**config.mk**
```make
export PLATFORM = sky130hd
export DESIGN_NAME = utf8_stream_decoder_flat
export DESIGN_NICKNAME = d
export VERILOG_FILES = /design/src/hdl/utf8_sd_pkg.sv /design/src/hdl/utf8_sd_if.sv /design/src/hdl/utf8_sd_front.sv /design/src/hdl/utf8_sd_queue.sv /design/src/hdl/utf8_sd_back.sv /design/src/hdl/utf8_stream_decoder.sv /design/src/flat_wrapper.sv
export SDC_FILE = /design/constraint.sdc
export NUM_CORES = 1
export LEC_CHECK = 0
export ABC_CLOCK_PERIOD_IN_PS = 8150
export BUFFER_PORTS_ARGS = -buffer_cell sky130_fd_sc_hd__buf_2
export CAP_MARGIN = 10
export CORE_MARGIN = 1
export CORE_UTILIZATION = 47
export CTS_BUF_LIST = sky130_fd_sc_hd__clkbuf_16
export CTS_CLUSTER_DIAMETER = 80
export DETAILED_ROUTE_END_ITERATION = 16
export PLACE_DENSITY = 0.72
export SYNTH_ARGS = -nofsm -noshare
export SYNTH_HDL_FRONTEND = slang
export SYNTH_SLANG_ARGS = --single-unit
```
**constraint.sdc**
```tcl
create_clock -name clk -period 8.15 [get_ports clk]
set_input_delay 0 -clock clk [delete_from_list [all_inputs] [get_ports clk]]
set_output_delay 0 -clock clk [all_outputs]
set_load 0.03 [all_outputs]
```
**src/hdl/utf8_sd_pkg.sv**
```systemverilog
// Shared types, constants and functions for the UTF-8 stream decoder.
// Used by the channel interfaces and by every module of the decoder.
`timescale 1ns / 1ps

package utf8_sd_pkg;

    localparam int BYTE_W        = 8;
    localparam int CP_W          = 21;
    localparam int STATUS_W      = 2;
    localparam int STATE_W       = 4;
    localparam int CLASS_W       = 4;
    localparam int NUM_CLASSES   = 12;
    localparam int NUM_STATES    = 9;
    localparam int IDX_W         = 7;
    localparam int QUEUE_DEPTH   = 2;

    localparam logic [STATE_W-1:0] ST_ACCEPT = 4'd0;
    localparam logic [STATE_W-1:0] ST_REJECT = 4'd1;
    localparam logic [STATE_W-1:0] ST_LAST   = 4'(NUM_STATES - 1);

    localparam logic [STATUS_W-1:0] STATUS_OK        = 2'd0;
    localparam logic [STATUS_W-1:0] STATUS_REJECTED  = 2'd1;
    localparam logic [STATUS_W-1:0] STATUS_TRUNCATED = 2'd2;

    localparam logic [CLASS_W-1:0] CL_ASCII   = 4'd0;
    localparam logic [CLASS_W-1:0] CL_CONT_LO = 4'd1;
    localparam logic [CLASS_W-1:0] CL_LEAD2   = 4'd2;
    localparam logic [CLASS_W-1:0] CL_LEAD3   = 4'd3;
    localparam logic [CLASS_W-1:0] CL_ED      = 4'd4;
    localparam logic [CLASS_W-1:0] CL_F4      = 4'd5;
    localparam logic [CLASS_W-1:0] CL_LEAD4   = 4'd6;
    localparam logic [CLASS_W-1:0] CL_CONT_HI = 4'd7;
    localparam logic [CLASS_W-1:0] CL_INVALID = 4'd8;
    localparam logic [CLASS_W-1:0] CL_CONT_MD = 4'd9;
    localparam logic [CLASS_W-1:0] CL_E0      = 4'd10;
    localparam logic [CLASS_W-1:0] CL_F0      = 4'd11;

    // Transition table, indexed by state times the class count plus class.
    localparam logic [STATE_W-1:0] NEXT_STATE [NUM_STATES*NUM_CLASSES] = '{
        4'd0, 4'd1, 4'd2, 4'd3, 4'd5, 4'd8, 4'd7, 4'd1, 4'd1, 4'd1, 4'd4, 4'd6,
        4'd1, 4'd1, 4'd1, 4'd1, 4'd1, 4'd1, 4'd1, 4'd1, 4'd1, 4'd1, 4'd1, 4'd1,
        4'd1, 4'd0, 4'd1, 4'd1, 4'd1, 4'd1, 4'd1, 4'd0, 4'd1, 4'd0, 4'd1, 4'd1,
        4'd1, 4'd2, 4'd1, 4'd1, 4'd1, 4'd1, 4'd1, 4'd2, 4'd1, 4'd2, 4'd1, 4'd1,
        4'd1, 4'd1, 4'd1, 4'd1, 4'd1, 4'd1, 4'd1, 4'd2, 4'd1, 4'd1, 4'd1, 4'd1,
        4'd1, 4'd2, 4'd1, 4'd1, 4'd1, 4'd1, 4'd1, 4'd1, 4'd1, 4'd2, 4'd1, 4'd1,
        4'd1, 4'd1, 4'd1, 4'd1, 4'd1, 4'd1, 4'd1, 4'd3, 4'd1, 4'd3, 4'd1, 4'd1,
        4'd1, 4'd3, 4'd1, 4'd1, 4'd1, 4'd1, 4'd1, 4'd3, 4'd1, 4'd3, 4'd1, 4'd1,
        4'd1, 4'd3, 4'd1, 4'd1, 4'd1, 4'd1, 4'd1, 4'd1, 4'd1, 4'd1, 4'd1, 4'd1
    };

    typedef struct packed {
        logic [BYTE_W-1:0]  byte_in;
        logic               is_last;
        logic [CLASS_W-1:0] cls;
    } entry_t;

    function automatic logic [CLASS_W-1:0] byte_class(input logic [BYTE_W-1:0] b);
        logic [CLASS_W-1:0] c;
        priority if (b < 8'h80) c = CL_ASCII;
        else if (b < 8'h90)     c = CL_CONT_LO;
        else if (b < 8'hA0)     c = CL_CONT_MD;
        else if (b < 8'hC0)     c = CL_CONT_HI;
        else if (b < 8'hC2)     c = CL_INVALID;
        else if (b < 8'hE0)     c = CL_LEAD2;
        else if (b == 8'hE0)    c = CL_E0;
        else if (b == 8'hED)    c = CL_ED;
        else if (b < 8'hF0)     c = CL_LEAD3;
        else if (b == 8'hF0)    c = CL_F0;
        else if (b < 8'hF4)     c = CL_LEAD4;
        else if (b == 8'hF4)    c = CL_F4;
        else                    c = CL_INVALID;
        return c;
    endfunction

endpackage

```
**src/hdl/utf8_sd_if.sv**
```systemverilog
// Channel interfaces of the UTF-8 stream decoder: the byte channel and the result channel.
// Depends on utf8_sd_pkg for the field widths.
`timescale 1ns / 1ps

interface utf8_sd_byte_if;
    logic                             valid;
    logic                             ready;
    logic [utf8_sd_pkg::BYTE_W-1:0]   byte_in;
    logic                             is_last;

    modport source (output valid, output byte_in, output is_last, input ready);
    modport sink   (input valid, input byte_in, input is_last, output ready);
endinterface

interface utf8_sd_result_if;
    logic                             valid;
    logic                             ready;
    logic [utf8_sd_pkg::CP_W-1:0]     code_point;
    logic                             has_code_point;
    logic                             error_now;
    logic                             end_of_string;
    logic [utf8_sd_pkg::STATUS_W-1:0] string_status;

    modport source (output valid, output code_point, output has_code_point,
                    output error_now, output end_of_string, output string_status,
                    input ready);
    modport sink   (input valid, input code_point, input has_code_point,
                    input error_now, input end_of_string, input string_status,
                    output ready);
endinterface

```
**src/hdl/utf8_sd_front.sv**
```systemverilog
// Front end of the decoder: takes byte beats and tags each with its character class.
// Depends on utf8_sd_pkg and the byte channel interface.
`timescale 1ns / 1ps

module utf8_sd_front (
    utf8_sd_byte_if.sink         byte_stream,
    output utf8_sd_pkg::entry_t  push_entry,
    output logic                 push_valid,
    input  logic                 push_ready
);
    import utf8_sd_pkg::*;

    assign byte_stream.ready  = push_ready;
    assign push_valid         = byte_stream.valid;
    assign push_entry.byte_in = byte_stream.byte_in;
    assign push_entry.is_last = byte_stream.is_last;
    assign push_entry.cls     = byte_class(byte_stream.byte_in);

endmodule

```
**src/hdl/utf8_sd_queue.sv**
```systemverilog
// Short queue of classified bytes between the front and back ends.
// Depends on utf8_sd_pkg for the entry type.
`timescale 1ns / 1ps

module utf8_sd_queue #(
    parameter int DEPTH = utf8_sd_pkg::QUEUE_DEPTH
) (
    input  logic                 clk,
    input  logic                 rst_n,
    input  utf8_sd_pkg::entry_t  push_entry,
    input  logic                 push_valid,
    output logic                 push_ready,
    output utf8_sd_pkg::entry_t  pop_entry,
    output logic                 pop_valid,
    input  logic                 pop_ready
);
    import utf8_sd_pkg::*;

    localparam int PTR_W = (DEPTH > 1) ? $clog2(DEPTH) : 1;
    localparam int CNT_W = $clog2(DEPTH + 1);

    entry_t             slots [DEPTH];
    logic [PTR_W-1:0]   wr_ptr_reg, wr_ptr_next;
    logic [PTR_W-1:0]   rd_ptr_reg, rd_ptr_next;
    logic [CNT_W-1:0]   count_reg, count_next;
    logic               do_push, do_pop;

    assign push_ready = (count_reg != CNT_W'(DEPTH));
    assign pop_valid  = (count_reg != '0);
    assign pop_entry  = slots[rd_ptr_reg];
    assign do_push    = push_valid && push_ready;
    assign do_pop     = pop_valid && pop_ready;

    always_comb
    begin
        wr_ptr_next = wr_ptr_reg;
        rd_ptr_next = rd_ptr_reg;
        count_next  = count_reg;
        if (do_push)
        begin
            wr_ptr_next = (wr_ptr_reg == PTR_W'(DEPTH - 1)) ? '0 : wr_ptr_reg + 1'b1;
        end
        if (do_pop)
        begin
            rd_ptr_next = (rd_ptr_reg == PTR_W'(DEPTH - 1)) ? '0 : rd_ptr_reg + 1'b1;
        end
        if (do_push && !do_pop)
        begin
            count_next = count_reg + 1'b1;
        end
        else if (do_pop && !do_push)
        begin
            count_next = count_reg - 1'b1;
        end
    end

    always_ff @(posedge clk or negedge rst_n)
    begin
        if (!rst_n)
        begin
            wr_ptr_reg <= '0;
            rd_ptr_reg <= '0;
            count_reg  <= '0;
        end
        else
        begin
            wr_ptr_reg <= wr_ptr_next;
            rd_ptr_reg <= rd_ptr_next;
            count_reg  <= count_next;
        end
    end

    always_ff @(posedge clk)
    begin
        if (do_push)
        begin
            slots[wr_ptr_reg] <= push_entry;
        end
    end

endmodule

```
**src/hdl/utf8_sd_back.sv**
```systemverilog
// Back end of the decoder: steps the validating automaton, builds code points and
// holds the result register. Depends on utf8_sd_pkg and the result channel interface.
`timescale 1ns / 1ps

module utf8_sd_back (
    input  logic                 clk,
    input  logic                 rst_n,
    input  utf8_sd_pkg::entry_t  pop_entry,
    input  logic                 pop_valid,
    output logic                 pop_ready,
    utf8_sd_result_if.source     result_stream
);
    import utf8_sd_pkg::*;

    logic [STATE_W-1:0]  state_reg, state_next;
    logic [CP_W-1:0]     acc_reg, acc_next;
    logic                out_valid_reg, out_valid_next;
    logic [CP_W-1:0]     code_point_reg;
    logic                has_cp_reg;
    logic                error_now_reg;
    logic                eos_reg;
    logic [STATUS_W-1:0] status_reg;

    logic [STATE_W-1:0]  prev;
    logic [IDX_W-1:0]    idx;
    logic [STATE_W-1:0]  next;
    logic [BYTE_W-1:0]   lead_bits;
    logic [CP_W-1:0]     acc;
    logic                has_cp, err_now, emit, do_pop;
    logic [STATUS_W-1:0] status;

    assign pop_ready = !out_valid_reg || result_stream.ready;
    assign do_pop    = pop_valid && pop_ready;

    always_comb
    begin
        prev      = (state_reg > ST_LAST) ? ST_REJECT : state_reg;
        idx       = IDX_W'(prev) * IDX_W'(NUM_CLASSES) + IDX_W'(pop_entry.cls);
        next      = NEXT_STATE[idx];
        lead_bits = (8'hFF >> pop_entry.cls) & pop_entry.byte_in;
        if (prev == ST_ACCEPT)
        begin
            acc = CP_W'(lead_bits);
        end
        else
        begin
            acc = {acc_reg[CP_W-7:0], pop_entry.byte_in[5:0]};
        end
        if (next == ST_REJECT)
        begin
            acc = '0;
        end
        has_cp  = (next == ST_ACCEPT);
        err_now = (next == ST_REJECT) && (prev != ST_REJECT);
        status  = STATUS_OK;
        if (pop_entry.is_last)
        begin
            if (next == ST_REJECT)
            begin
                status = STATUS_REJECTED;
            end
            else if (next != ST_ACCEPT)
            begin
                status = STATUS_TRUNCATED;
            end
        end
        emit = has_cp || err_now || pop_entry.is_last;

        state_next     = state_reg;
        acc_next       = acc_reg;
        out_valid_next = out_valid_reg && !result_stream.ready;
        if (do_pop)
        begin
            state_next = pop_entry.is_last ? ST_ACCEPT : next;
            acc_next   = pop_entry.is_last ? '0 : acc;
            if (emit)
            begin
                out_valid_next = 1'b1;
            end
        end
    end

    always_ff @(posedge clk or negedge rst_n)
    begin
        if (!rst_n)
        begin
            state_reg     <= ST_ACCEPT;
            acc_reg       <= '0;
            out_valid_reg <= 1'b0;
        end
        else
        begin
            state_reg     <= state_next;
            acc_reg       <= acc_next;
            out_valid_reg <= out_valid_next;
        end
    end

    always_ff @(posedge clk)
    begin
        if (do_pop && emit)
        begin
            code_point_reg <= has_cp ? acc : '0;
            has_cp_reg     <= has_cp;
            error_now_reg  <= err_now;
            eos_reg        <= pop_entry.is_last;
            status_reg     <= status;
        end
    end

    assign result_stream.valid          = out_valid_reg;
    assign result_stream.code_point     = code_point_reg;
    assign result_stream.has_code_point = has_cp_reg;
    assign result_stream.error_now      = error_now_reg;
    assign result_stream.end_of_string  = eos_reg;
    assign result_stream.string_status  = status_reg;

endmodule

```
**src/hdl/utf8_stream_decoder.sv**
```systemverilog
// Validating UTF-8 stream decoder. The decoder takes one byte beat per clock cycle
// and sustains that rate while the result side keeps up; a result passes from its byte
// through the class queue and then the result register. The rate is set by the
// automaton step in the back end, which reads the state it wrote in the previous
// cycle. A result is given for each finished code point, for the byte that makes
// the string invalid, and always for the last byte, which carries the status of the
// whole string. The queue depth is a parameter.
`timescale 1ns / 1ps

module utf8_stream_decoder #(
    parameter int QUEUE_DEPTH = utf8_sd_pkg::QUEUE_DEPTH
) (
    input  logic              clk,
    input  logic              rst_n,
    utf8_sd_byte_if.sink      byte_stream,
    utf8_sd_result_if.source  result_stream
);
    import utf8_sd_pkg::*;

    entry_t push_entry;
    logic   push_valid, push_ready;
    entry_t pop_entry;
    logic   pop_valid, pop_ready;

    utf8_sd_front u_front (
        .byte_stream (byte_stream),
        .push_entry  (push_entry),
        .push_valid  (push_valid),
        .push_ready  (push_ready)
    );

    utf8_sd_queue #(
        .DEPTH (QUEUE_DEPTH)
    ) u_queue (
        .clk        (clk),
        .rst_n      (rst_n),
        .push_entry (push_entry),
        .push_valid (push_valid),
        .push_ready (push_ready),
        .pop_entry  (pop_entry),
        .pop_valid  (pop_valid),
        .pop_ready  (pop_ready)
    );

    utf8_sd_back u_back (
        .clk           (clk),
        .rst_n         (rst_n),
        .pop_entry     (pop_entry),
        .pop_valid     (pop_valid),
        .pop_ready     (pop_ready),
        .result_stream (result_stream)
    );

endmodule

```
**src/flat_wrapper.sv**
```systemverilog
// flat-port wrapper written by rule: the top's interface ports become plain ports
module utf8_stream_decoder_flat import utf8_sd_pkg::*;
#(
    parameter int QUEUE_DEPTH = utf8_sd_pkg::QUEUE_DEPTH
)
  (clk, rst_n, byte_stream_valid, byte_stream_byte_in, byte_stream_is_last, byte_stream_ready, result_stream_valid, result_stream_code_point, result_stream_has_code_point, result_stream_error_now, result_stream_end_of_string, result_stream_string_status, result_stream_ready);
  utf8_sd_byte_if byte_stream_i ();
  utf8_sd_result_if result_stream_i ();
  input  logic clk;
  input  logic rst_n;
  input wire logic [$bits(byte_stream_i.valid)-1:0] byte_stream_valid;
  input wire logic [$bits(byte_stream_i.byte_in)-1:0] byte_stream_byte_in;
  input wire logic [$bits(byte_stream_i.is_last)-1:0] byte_stream_is_last;
  output wire logic [$bits(byte_stream_i.ready)-1:0] byte_stream_ready;
  output wire logic [$bits(result_stream_i.valid)-1:0] result_stream_valid;
  output wire logic [$bits(result_stream_i.code_point)-1:0] result_stream_code_point;
  output wire logic [$bits(result_stream_i.has_code_point)-1:0] result_stream_has_code_point;
  output wire logic [$bits(result_stream_i.error_now)-1:0] result_stream_error_now;
  output wire logic [$bits(result_stream_i.end_of_string)-1:0] result_stream_end_of_string;
  output wire logic [$bits(result_stream_i.string_status)-1:0] result_stream_string_status;
  input wire logic [$bits(result_stream_i.ready)-1:0] result_stream_ready;
  assign byte_stream_i.valid = byte_stream_valid;
  assign byte_stream_i.byte_in = byte_stream_byte_in;
  assign byte_stream_i.is_last = byte_stream_is_last;
  assign byte_stream_ready = byte_stream_i.ready;
  assign result_stream_valid = result_stream_i.valid;
  assign result_stream_code_point = result_stream_i.code_point;
  assign result_stream_has_code_point = result_stream_i.has_code_point;
  assign result_stream_error_now = result_stream_i.error_now;
  assign result_stream_end_of_string = result_stream_i.end_of_string;
  assign result_stream_string_status = result_stream_i.string_status;
  assign result_stream_i.ready = result_stream_ready;
  utf8_stream_decoder #(.QUEUE_DEPTH(QUEUE_DEPTH)) u_core (.clk(clk), .rst_n(rst_n), .byte_stream(byte_stream_i), .result_stream(result_stream_i));
endmodule
```
# Word-level counts from Yosys, hierarchy flattened
# Memory sizes are Yosys's and may differ from the RTL's.
# Index checks and enable logic that the tools add are counted.
# classes
add_sub_neg	5
multipliers	1
magnitude_cmp	10
eq_ne	7
shifts	1
mux	29
bitwise	3
n_reduce_logical	20
# ops
cell	count
$lt A8 B8 Y1 const B	8
$mux W4	16
$mux W21	2
$eq A8 B8 Y1 const B	4
$mux W15	1
$and A8 B8 Y8	1
$ge A8 B8 Y1 const B	1
$logic_not A4 Y1	2
$not A7 Y8	1
$shr A8 B4 Y8 const A	1
$add A7 B4 Y7	1
$logic_and A1 B1 Y1	7
$mux W1	7
$mux W2	3
$mul A4 B2 Y5 const B	1
$eq A4 B1 Y1 const B	1
$gt A4 B4 Y1 const B	1
$logic_not A1 Y1	4
$ne A4 B1 Y1 const B	1
$reduce_bool A2 Y1	2
$reduce_bool A4 Y1	1
$logic_or A1 B1 Y1	3
$add A1 B1 Y1 const B	2
$add A2 B1 Y2 const B	1
other kinds (4)	4
# word_totals
register_bits	50
ram_bits	26
rom_bits	512
inputBits	13
elab_cells	90
mem_count	2
# mem_list
memory	depth	width	rd	rd_ports_with_merged_regs	wr	line_no	source
(name not given)	128	4	1	0	0	utf8_sd_back.sv:39	next = NEXT_STATE[idx];
u_core.u_queue.slots	2	13	1	0	1	utf8_sd_queue.sv:22	entry_t slots [DEPTH];

# Longest topological paths before layout
# Gate-level depths: netlist of the first run.
# depth
depth_word	14
ltp_mapped	15

# Modules after synthesis
# From an unflattened synthesis of the first run, not the netlist that was laid out.
# unflattened
cells_unflattened	330
hier_area_um2	4056.4
# modules_own_cells
mod	instances	cells_each	area_per_inst_um2
utf8_sd_back	1	231	2628.8
utf8_sd_queue	1	58	1144.8
utf8_sd_front	1	41	282.8

# Least setup slack after synthesis of the first run
# OpenSTA, ideal clock, no wires.
# synth_timing
path_kind	register to register
startpoint	register u_core.u_back.state_reg[2]
endpoint	register u_core.u_back.code_point_reg[0], in the netlist u_core.u_back.result_stream.code_point[0] (enable)
setup_time_ns	0.368
t_arrival_ns	3.814
t_required_ns	7.782
slack_ns	3.968
path_stages_with_launch	13
path_buffers	1
synth_period_minus_slack_ns	4.182
cell_sequence	dfrtp_1 or4b_4 a21o_1 ha_1 fa_1 buf_1 nand2_1 or3_1 and4_1 o311a_1 a31o_4 o21ai_1 inv_1
# synth_via
elab_chain_len	13
word_cells_on_any_way	15
# synth_rtl
item	line_no	source
start, declared	utf8_sd_back.sv:15	logic [STATE_W-1:0] state_reg, state_next;
start signal, assigned	utf8_sd_back.sv:93	state_reg <= state_next;
$gt A4 B4 Y1	utf8_sd_back.sv:37	prev = (state_reg > ST_LAST) ? ST_REJECT : state_reg;
$mux W4 *	utf8_sd_back.sv:37	
$mul A4 B2 Y5	utf8_sd_back.sv:38	idx = IDX_W'(prev) * IDX_W'(NUM_CLASSES) + IDX_W'(pop_entry.cls);
$add A7 B4 Y7	utf8_sd_back.sv:38	
$not A7 Y8 (not written as such)	utf8_sd_back.sv:39	
$mem_v2 Z128 W4	--	
$mux W4 (not written as such) (2 in a row)	utf8_sd_back.sv:39	
$eq A4 B1 Y1	utf8_sd_back.sv:54	err_now = (next == ST_REJECT) && (prev != ST_REJECT);
$logic_and A1 B1 Y1	utf8_sd_back.sv:54	
$logic_or A1 B1 Y1 * (2 in a row)	utf8_sd_back.sv:67	emit = has_cp || err_now || pop_entry.is_last;
$logic_and A1 B1 Y1 *	utf8_sd_back.sv:101	if (do_pop && emit)
end signal, assigned	utf8_sd_back.sv:103	code_point_reg <= has_cp ? acc : '0;
end, declared	utf8_sd_back.sv:18	logic [CP_W-1:0] code_point_reg;
# Mark *: on every way between the ends. The rest lies on a longest branch, timed or not. The select of a mux whose other input is x is not followed.
# A chain may end at the register's enable or synchronous reset.

# Worst setup path after layout of the first run
# layout_timing
startpoint	register u_core.u_back.state_reg[2]
endpoint	register u_core.u_back.code_point_reg[6], in the netlist u_core.u_back.result_stream.code_point[6] (enable)
# The elaborated chain is that of the path after synthesis.

==> results of run 1 <==
[tightest hold or removal path: cells and delay by family]
| family | cells | cell delay, ns |
|---|---|---|
| buffers and inverters | 1 | 0.07 |
| and+or+nand+nor | 2 | 0.28 |
[kinds of logic after synthesis]
logic type | after synthesis | share of synthesized area (%)
AND/OR/NAND/NOR | 95 | 14.4
AO/OA/AOI/OAI | 65 | 14.2
XOR/XNOR | 10 | 2.76
buffers and inverters | 21 | 2.62
adder cells (fa/ha/maj) | 10 | 3.77
flip-flops | 76 | 58.1
multiplexers | 15 | 4.14
[metrics by stage]
step / instance area, sq um / hold WS [ns] / utilization [%] / instances
after floorplan: 3720 / -0.296 / - / 292
after global placement: 4010 / 0.0117 / 52.2 / 426
after detailed placement: 4010 / 0.0228 / 52.2 / 426
after CTS: 4400 / 0.0705 / 57.3 / 453
after global routing: 4400 / 0.0740 / 57.3 / 453
final: 4400 / 0.0696 / 57.3 / 453
[layer usage]
metal / GRT usage, % / share of wire, % / up-vias
met1: 23.4 / 45 / 1214
met5: 0 / 0 / -
met4: 8.47 / 2.6 / 0
met3: 3.60 / 4.1 / 19
li1: - / - / 1216
met2: 28.7 / 48 / 69
[cells in the final DEF, fill, tap and decap left out, types with 3 or more instances in the layout]
master / count
buf_2: 40
xnor2_1: 5
and3_1: 3
a21oi_1: 5
nor2_1: 16
o21ai_0: 6
nor2b_1: 8
a32o_1: 8
or2_2: 3
a41oi_1: 3
nand2_1: 20
xor2_1: 4
o31ai_1: 4
dlygate4sd3_1: 11
edfxtp_1: 52
mux2_2: 3
inv_6: 3
dfrtp_1: 24
inv_1: 9
ha_1: 8
a22o_1: 8
mux2i_1: 12
nand3_1: 9
nand2b_1: 5
a31oi_1: 5
a21o_1: 5
and2_1: 14
clkbuf_16: 9
[final cells by class]
type / instances / area [sq um] / area share [%]
clock buffers: 9 / 225 / 5.12
clock inverters: 7 / 57.6 / 1.31
inverters: 11 / 42.5 / 0.966
multi-input cells: 195 / 1460 / 33.2
flip-flops and latches: 76 / 2160 / 49.1
well taps: 102 / 128 / 2.90
repair buffers: 53 / 325 / 7.39
[worst paths after layout]
| check | end | slack (ns) | cells past startpoint |
|---|---|---|---|
| setup / recovery | u_core.u_back.result_stream.code_point[6]$_SDFFCE_PN0P_ | 3.64 | 11 |
| hold / removal | u_core.u_back.result_stream.valid$_DFF_PN0_ | 0.07 | 3 |
| setup reg to reg | u_core.u_back.result_stream.code_point[6]$_SDFFCE_PN0P_ | 3.64 | 11 |
| hold reg to reg | u_core.u_back.acc_reg[12]$_DFFE_PN0P_ | 0.49 | 1 |
| max in group asynchronous | u_core.u_back.acc_reg[8]$_DFFE_PN0P_ | 7.58 | 2 |
| min in group asynchronous | u_core.u_back.state_reg[1]$_DFFE_PN0P_ | 0.19 | 2 |
[repair_timing]
action,in CTS,in global routing
gates resized for setup,0,0
endpoints found under the setup margin,0,0
hold endpoints to repair,43,0
hold buffers,11,0
==> impl_metrics.json, run 1 <==
{
  "core_sq_um": 7690,
  "cts.path.max_buffers": 2,
  "wirelength_microns": 6910,
  "root_buffer": "clkbuf_16",
  "io_buffers": 40,
  "rows": 32,
  "synth.distinct_cells": 61,
  "synth_top_area_share_pct": 42.0,
  "drive_gt1_share_pct": 22.2,
  "hp-class": "in -> reg",
  "die_y_microns": 91.0,
  "crit_path_start_kind": "flop",
  "synth_edf_count": 52,
  "synthTopCellsByArea": "edfxtp_1 (42%), dfrtp_1 (16%), mux2i_1 (3.2%), ha_1 (2.7%), and2_1 (2.4%)",
  "avgSynthCellArea_sq_um": 12.7,
  "drt_first_pass_iters": 4,
  "grt_use_total_pct": 17.9,
  "syn-cell-area_sq_um": 3720,
  "fill_cells": 642,
  "cts_sinks": 76,
  "setup_slack_ns": 3.64,
  "vias": 2518,
  "startpoint": "u_core.u_back.state_reg[2]$_DFFE_PN0P_",
  "synth_most_common_cell": "edfxtp_1",
  "wire_per_inst_microns": 15.2,
  "synthCells": 292,
  "largest_reg_flops": 26,
  "ys_ff_latch": 76,
  "grt_max_degree": 28,
  "overflow": 0,
  "hold_start": "result_stream_ready",
  "cp_num_buf_inv": 1,
  "path_delay_family": "compound AO/OA/AOI/OAI gates",
  "path_clk_slew_ns": 0.06,
  "initial_core_util_pct": 48.4,
  "ys.flop_type": "edfxtp_1",
  "crit_path_end_kind": "flop",
  "antenna_cells": 0,
  "cp_slowest_stage_delay_ns": 0.69,
  "viasPerCell": 5.56,
  "maxSlewViolCount": 0,
  "run_status": "finished clean",
  "synth.largest_area_cell": "edfxtp_1",
  "regToRegStartpoint": "u_core.u_back.state_reg[2]$_DFFE_PN0P_",
  "yosysSeqAreaShare_pct": 58.1,
  "cts_made_buffers": 9,
  "hold_viol": 0,
  "route.detailed.drc": 0,
  "io_pins": 41,
  "period_share_pct": 55.3,
  "post_cts_buffers": 0,
  "place.gp.congestion": 0.861,
  "clk_latency_ns": 0.33,
  "synth_nets": 315,
  "grt_antenna_before_repair": 0,
  "cpMostUsedCell": "xnor2_1",
  "drt_iter0_drc": 100,
  "worstPathCellList": "or4b_4 -> a21o_1 -> ha_1 -> fa_1 -> xnor2_1 -> xnor2_1 -> o31ai_1 -> a221oi_2 -> a31o_4 -> o21ai_1 -> inv_1",
  "crit_slowest_cell": "inv_1",
  "cts_tree": "yes",
  "nets": 369,
  "dpl_worst_slack_ns": 3.64,
  "async_flop_share_pct": 31.6,
  "dieWidth_microns": 91.0,
  "period_minus_slack_ns": 4.51,
  "antenna_left": 0,
  "worstSetupPathType": "reg -> reg",
  "tns_ns": 0,
  "dpl.hpwl_microns": 4720,
  "htreeDepth": 3,
  "max_freq_mhz": 222,
  "area_growth_pct": 18.4,
  "yosys-top-cells-count": "edfxtp_1 (52), dfrtp_1 (24), nand2_1 (20)",
  "cp.required_ns": 8.10,
  "finalClockSkew_ns": 0.00809,
  "setup_violations": 0,
  "ys_warn_count": 0,
  "die_area_sq_um": 8270,
  "slew_headroom_pct": 27.7,
  "grt_pass1_wl_microns": 11500,
  "cp_max_fo": 26,
  "arrival_ns": 4.46,
  "rsz0062_at_grt": "no",
  "tightest_slew_ns": 1.05,
  "grt_pass1_vias": 2343,
  "maxCapViolCount": 0
}
Power of run 1 is left out: the tool's default activity adds up to more than one toggle a clock period on the data nets, which glitch-free logic cannot reach.
==> run 2, diff against run 1 <==
- ABC_AREA: not set -> 1
- ABC_CLOCK_PERIOD_IN_PS: 8150 -> 3810
- PLACE_DENSITY: 0.72 -> 0.75
- clock period: 8.15 -> 3.81 ns (I/O delays scaled with it)
==> run 2 against run 1 <==
  * Worst hold slack got worse by 0.014 ns
  * Die area increased by 2.5%
  * Register-to-register slack got worse by 3.4 ns
  * Utilization increased by 1.9 points
  * Largest cell class unchanged
  * Clock skew decreased by 0.0014 ns
  * Sequential share of layout area decreased by 2.1 points
==> impl_metrics.json, run 2 <==
{
  "run_status": "finished clean",
  "layout_common_cells": "nand2_1 (101), inv_1 (59), edfxtp_1 (52)",
  "wirelength_microns": 7480,
  "syn-cell-area_sq_um": 3810,
  "holdPathEnd": "u_core.u_queue.wr_ptr_reg$_DFFE_PN0P_",
  "ys.flop_type": "edfxtp_1",
  "worstSetupPathType": "reg -> reg",
  "synth_nets": 430,
  "dieWidth_microns": 92.1,
  "io_buffers": 40,
  "cp.required_ns": 3.85,
  "nets": 495,
  "ys_warn_count": 0,
  "setup_violations": 0,
  "avgSynthCellArea_sq_um": 9.37,
  "slew_headroom_pct": 26.3,
  "max_freq_mhz": 282,
  "crit_slowest_cell": "fa_1",
  "synth_top_area_share_pct": 41.0,
  "io_pins": 41,
  "die_area_sq_um": 8480,
  "hp-class": "in -> reg",
  "root_buffer": "clkbuf_16",
  "tightest_slew_ns": 1.10,
  "drt_iter0_drc": 143,
  "wire_per_inst_microns": 12.9,
  "synth.largest_area_cell": "edfxtp_1",
  "synthTopCellsByArea": "edfxtp_1 (41%), dfrtp_1 (16%), nand2_1 (10%), inv_1 (5.7%), nor2_1 (4.4%)",
  "cts_tree": "yes",
  "route.detailed.drc": 0,
  "synthCells": 407,
  "placed_cells": 551,
  "hold_depth": 5,
  "period_minus_slack_ns": 3.55,
  "arrival_ns": 3.59,
  "clk_latency_ns": 0.33,
  "largest_reg_flops": 26,
  "maxCapViolCount": 0,
  "antenna_cells": 0,
  "r2r_slack_ns": 0.26,
  "cpMostUsedCell": "nand2_1",
  "regToRegStartpoint": "u_core.u_back.state_reg[3]$_DFFE_PN0P_",
  "die_y_microns": 92.1,
  "cts.path.max_buffers": 2,
  "finalClockSkew_ns": 0.00667,
  "final_core_util_pct": 59.2,
  "period_share_pct": 93.1,
  "drt_first_pass_iters": 4,
  "core_sq_um": 7770,
  "vias": 2887,
  "tns_ns": 0,
  "path_delay_family": "simple AND/OR/NAND/NOR gates",
  "dpl.hpwl_microns": 5320,
  "maxSlewViolCount": 0,
  "crit_path_start_kind": "flop",
  "place.gp.congestion": 0.850,
  "antenna_left": 0,
  "grt_use_total_pct": 19.3,
  "cp_num_buf_inv": 5,
  "cts_made_buffers": 9,
  "worstPathCellList": "inv_2 -> nor2_1 -> nand2_1 -> a21oi_1 -> inv_1 -> ha_1 -> fa_1 -> nand2_1 -> nor2_1 -> nand3_1 -> nand2_2 -> inv_1 -> nor2_1 -> nand2_2 -> a21oi_4 -> o21ai_0 -> nand2_1 -> nand2_1 -> inv_1 -> buf_6",
  "initial_core_util_pct": 49.1,
  "grt_pass1_wl_microns": 12700,
  "r2r_end": "u_core.u_back.result_stream.code_point[0]$_SDFFCE_PN0P_",
  "cp_max_fo": 10,
  "grt_pass1_vias": 2820,
  "path_depth": 20,
  "synth_edf_count": 52,
  "overflow": 0,
  "grt_antenna_before_repair": 0,
  "grt_max_degree": 25,
  "reg2regPathDepth": 20,
  "async_flop_share_pct": 31.6,
  "synth_most_common_cell": "nand2_1",
  "hold_start": "byte_stream_valid",
  "yosysSeqAreaShare_pct": 56.7,
  "path_clk_slew_ns": 0.06,
  "rsz0062_at_grt": "no",
  "drive_gt1_share_pct": 20.3,
  "yosys-top-cells-count": "nand2_1 (102), inv_1 (58), edfxtp_1 (52)",
  "crit_path_end_kind": "flop",
  "htreeDepth": 3,
  "final_common_cell": "nand2_1",
  "cp_slowest_stage_delay_ns": 0.61,
  "ys_ff_latch": 76,
  "viasPerCell": 4.99,
  "area_growth_pct": 20.6,
  "hold_viol": 0,
  "timing.hold.ws_ns": 0.0555,
  "cts_sinks": 76,
  "rows": 32,
  "instances_no_fill": 579,
  "synth.distinct_cells": 39
}
[run 2: cell count changes in the layout (fill, tap and decap cells not counted), moves of 6 or more]
cell / before / now
nor2_1: 16 / 45
nor2b_1: 8 / 0
nand4_1: 1 / 7
a21oi_1: 5 / 11
a22o_1: 8 / 0
nor2_2: 0 / 7
a32o_1: 8 / 0
o22ai_1: 0 / 8
nand3_1: 9 / 27
mux2i_1: 12 / 2
inv_1: 9 / 59
and2_1: 14 / 0
nand2_1: 20 / 101
[run 2: what timing repair did]
| action | in CTS | in global routing |
|---|---|---|
| resized for setup | 0 | 4 |
| hold endpoints to repair | 43 | 0 |
| buffers inserted | 0 | 1 |
| hold buffers | 11 | 0 |
| endpoints found under the setup margin | 0 | 34 |
[run 2: cell type report]
class	count	area [sq um]
Tap cell	102	128
Inverter	62	235
Sequential cell	76	2160
Fill cell	661	3170
Clock buffer	10	250
Clock inverter	6	38.8
Timing Repair Buffer	59	387
Multi-Input combinational cell	264	1400
[run 2: worst max path at each step]
stage                                           start                                                      end  slack [ns]
2_1_floorplan  u_core.u_back.state_reg[3]$_DFFE_PN0P_  u_core.u_back.result_stream.code_point[0]$_SDFFCE_PN0P_        0.12
3_3_place_gp   u_core.u_back.state_reg[3]$_DFFE_PN0P_  u_core.u_back.result_stream.code_point[4]$_SDFFCE_PN0P_        0.23
3_5_place_dp   u_core.u_back.state_reg[3]$_DFFE_PN0P_  u_core.u_back.result_stream.code_point[0]$_SDFFCE_PN0P_        0.09
4_1_cts        u_core.u_back.state_reg[3]$_DFFE_PN0P_  u_core.u_back.result_stream.code_point[0]$_SDFFCE_PN0P_        0.06
5_1_grt        u_core.u_back.state_reg[3]$_DFFE_PN0P_  u_core.u_back.result_stream.code_point[0]$_SDFFCE_PN0P_       0.007
6_report       u_core.u_back.state_reg[3]$_DFFE_PN0P_  u_core.u_back.result_stream.code_point[0]$_SDFFCE_PN0P_        0.26
[run 2: cells by family (layout without fill, tap and decap cells)]
family	after synthesis	count (layout)	synth area share, %
AND/OR/NAND/NOR	212	212	25.2
flip-flops	76	76	56.7
buffers and inverters	67	137	6.99
AO/OA/AOI/OAI	36	36	6.01
adder cells (fa/ha/maj)	10	10	3.68
XOR/XNOR	4	4	0.919
multiplexers	2	2	0.525
[run 2: metrics by stage]
step                      setup slack, ns  cell area, sq um
final                               0.264              4600
after global routing              0.00709              4600
after CTS                          0.0626              4570
after detailed placement           0.0922              4170
after global placement              0.230              4170
after floorplan                     0.122              3810
[run 2: metal layers]
metal,GRT usage [%],vias up,part of all wire [%],wire (microns)
li1,-,1464,-,-
met1,23.2,1349,44,3290
met2,34.5,66,51,3830
met3,3.98,8,3.5,263
met4,6.38,0,1.2,91
met5,0,-,0,0
[run 2: worst reg2reg max path, stage by stage, from the launching register on]
cell,delay [ns]
dfrtp_1,0.39
inv_2,0.05
nor2_1,0.08
nand2_1,0.09
a21oi_1,0.18
inv_1,0.10
ha_1,0.23
fa_1,0.61
nand2_1,0.08
nor2_1,0.16
nand3_1,0.11
nand2_2,0.12
inv_1,0.06
nor2_1,0.11
nand2_2,0.09
a21oi_4,0.20
o21ai_0,0.11
nand2_1,0.09
nand2_1,0.08
inv_1,0.14
buf_6,0.17
Power of run 2 is left out for the same reason.
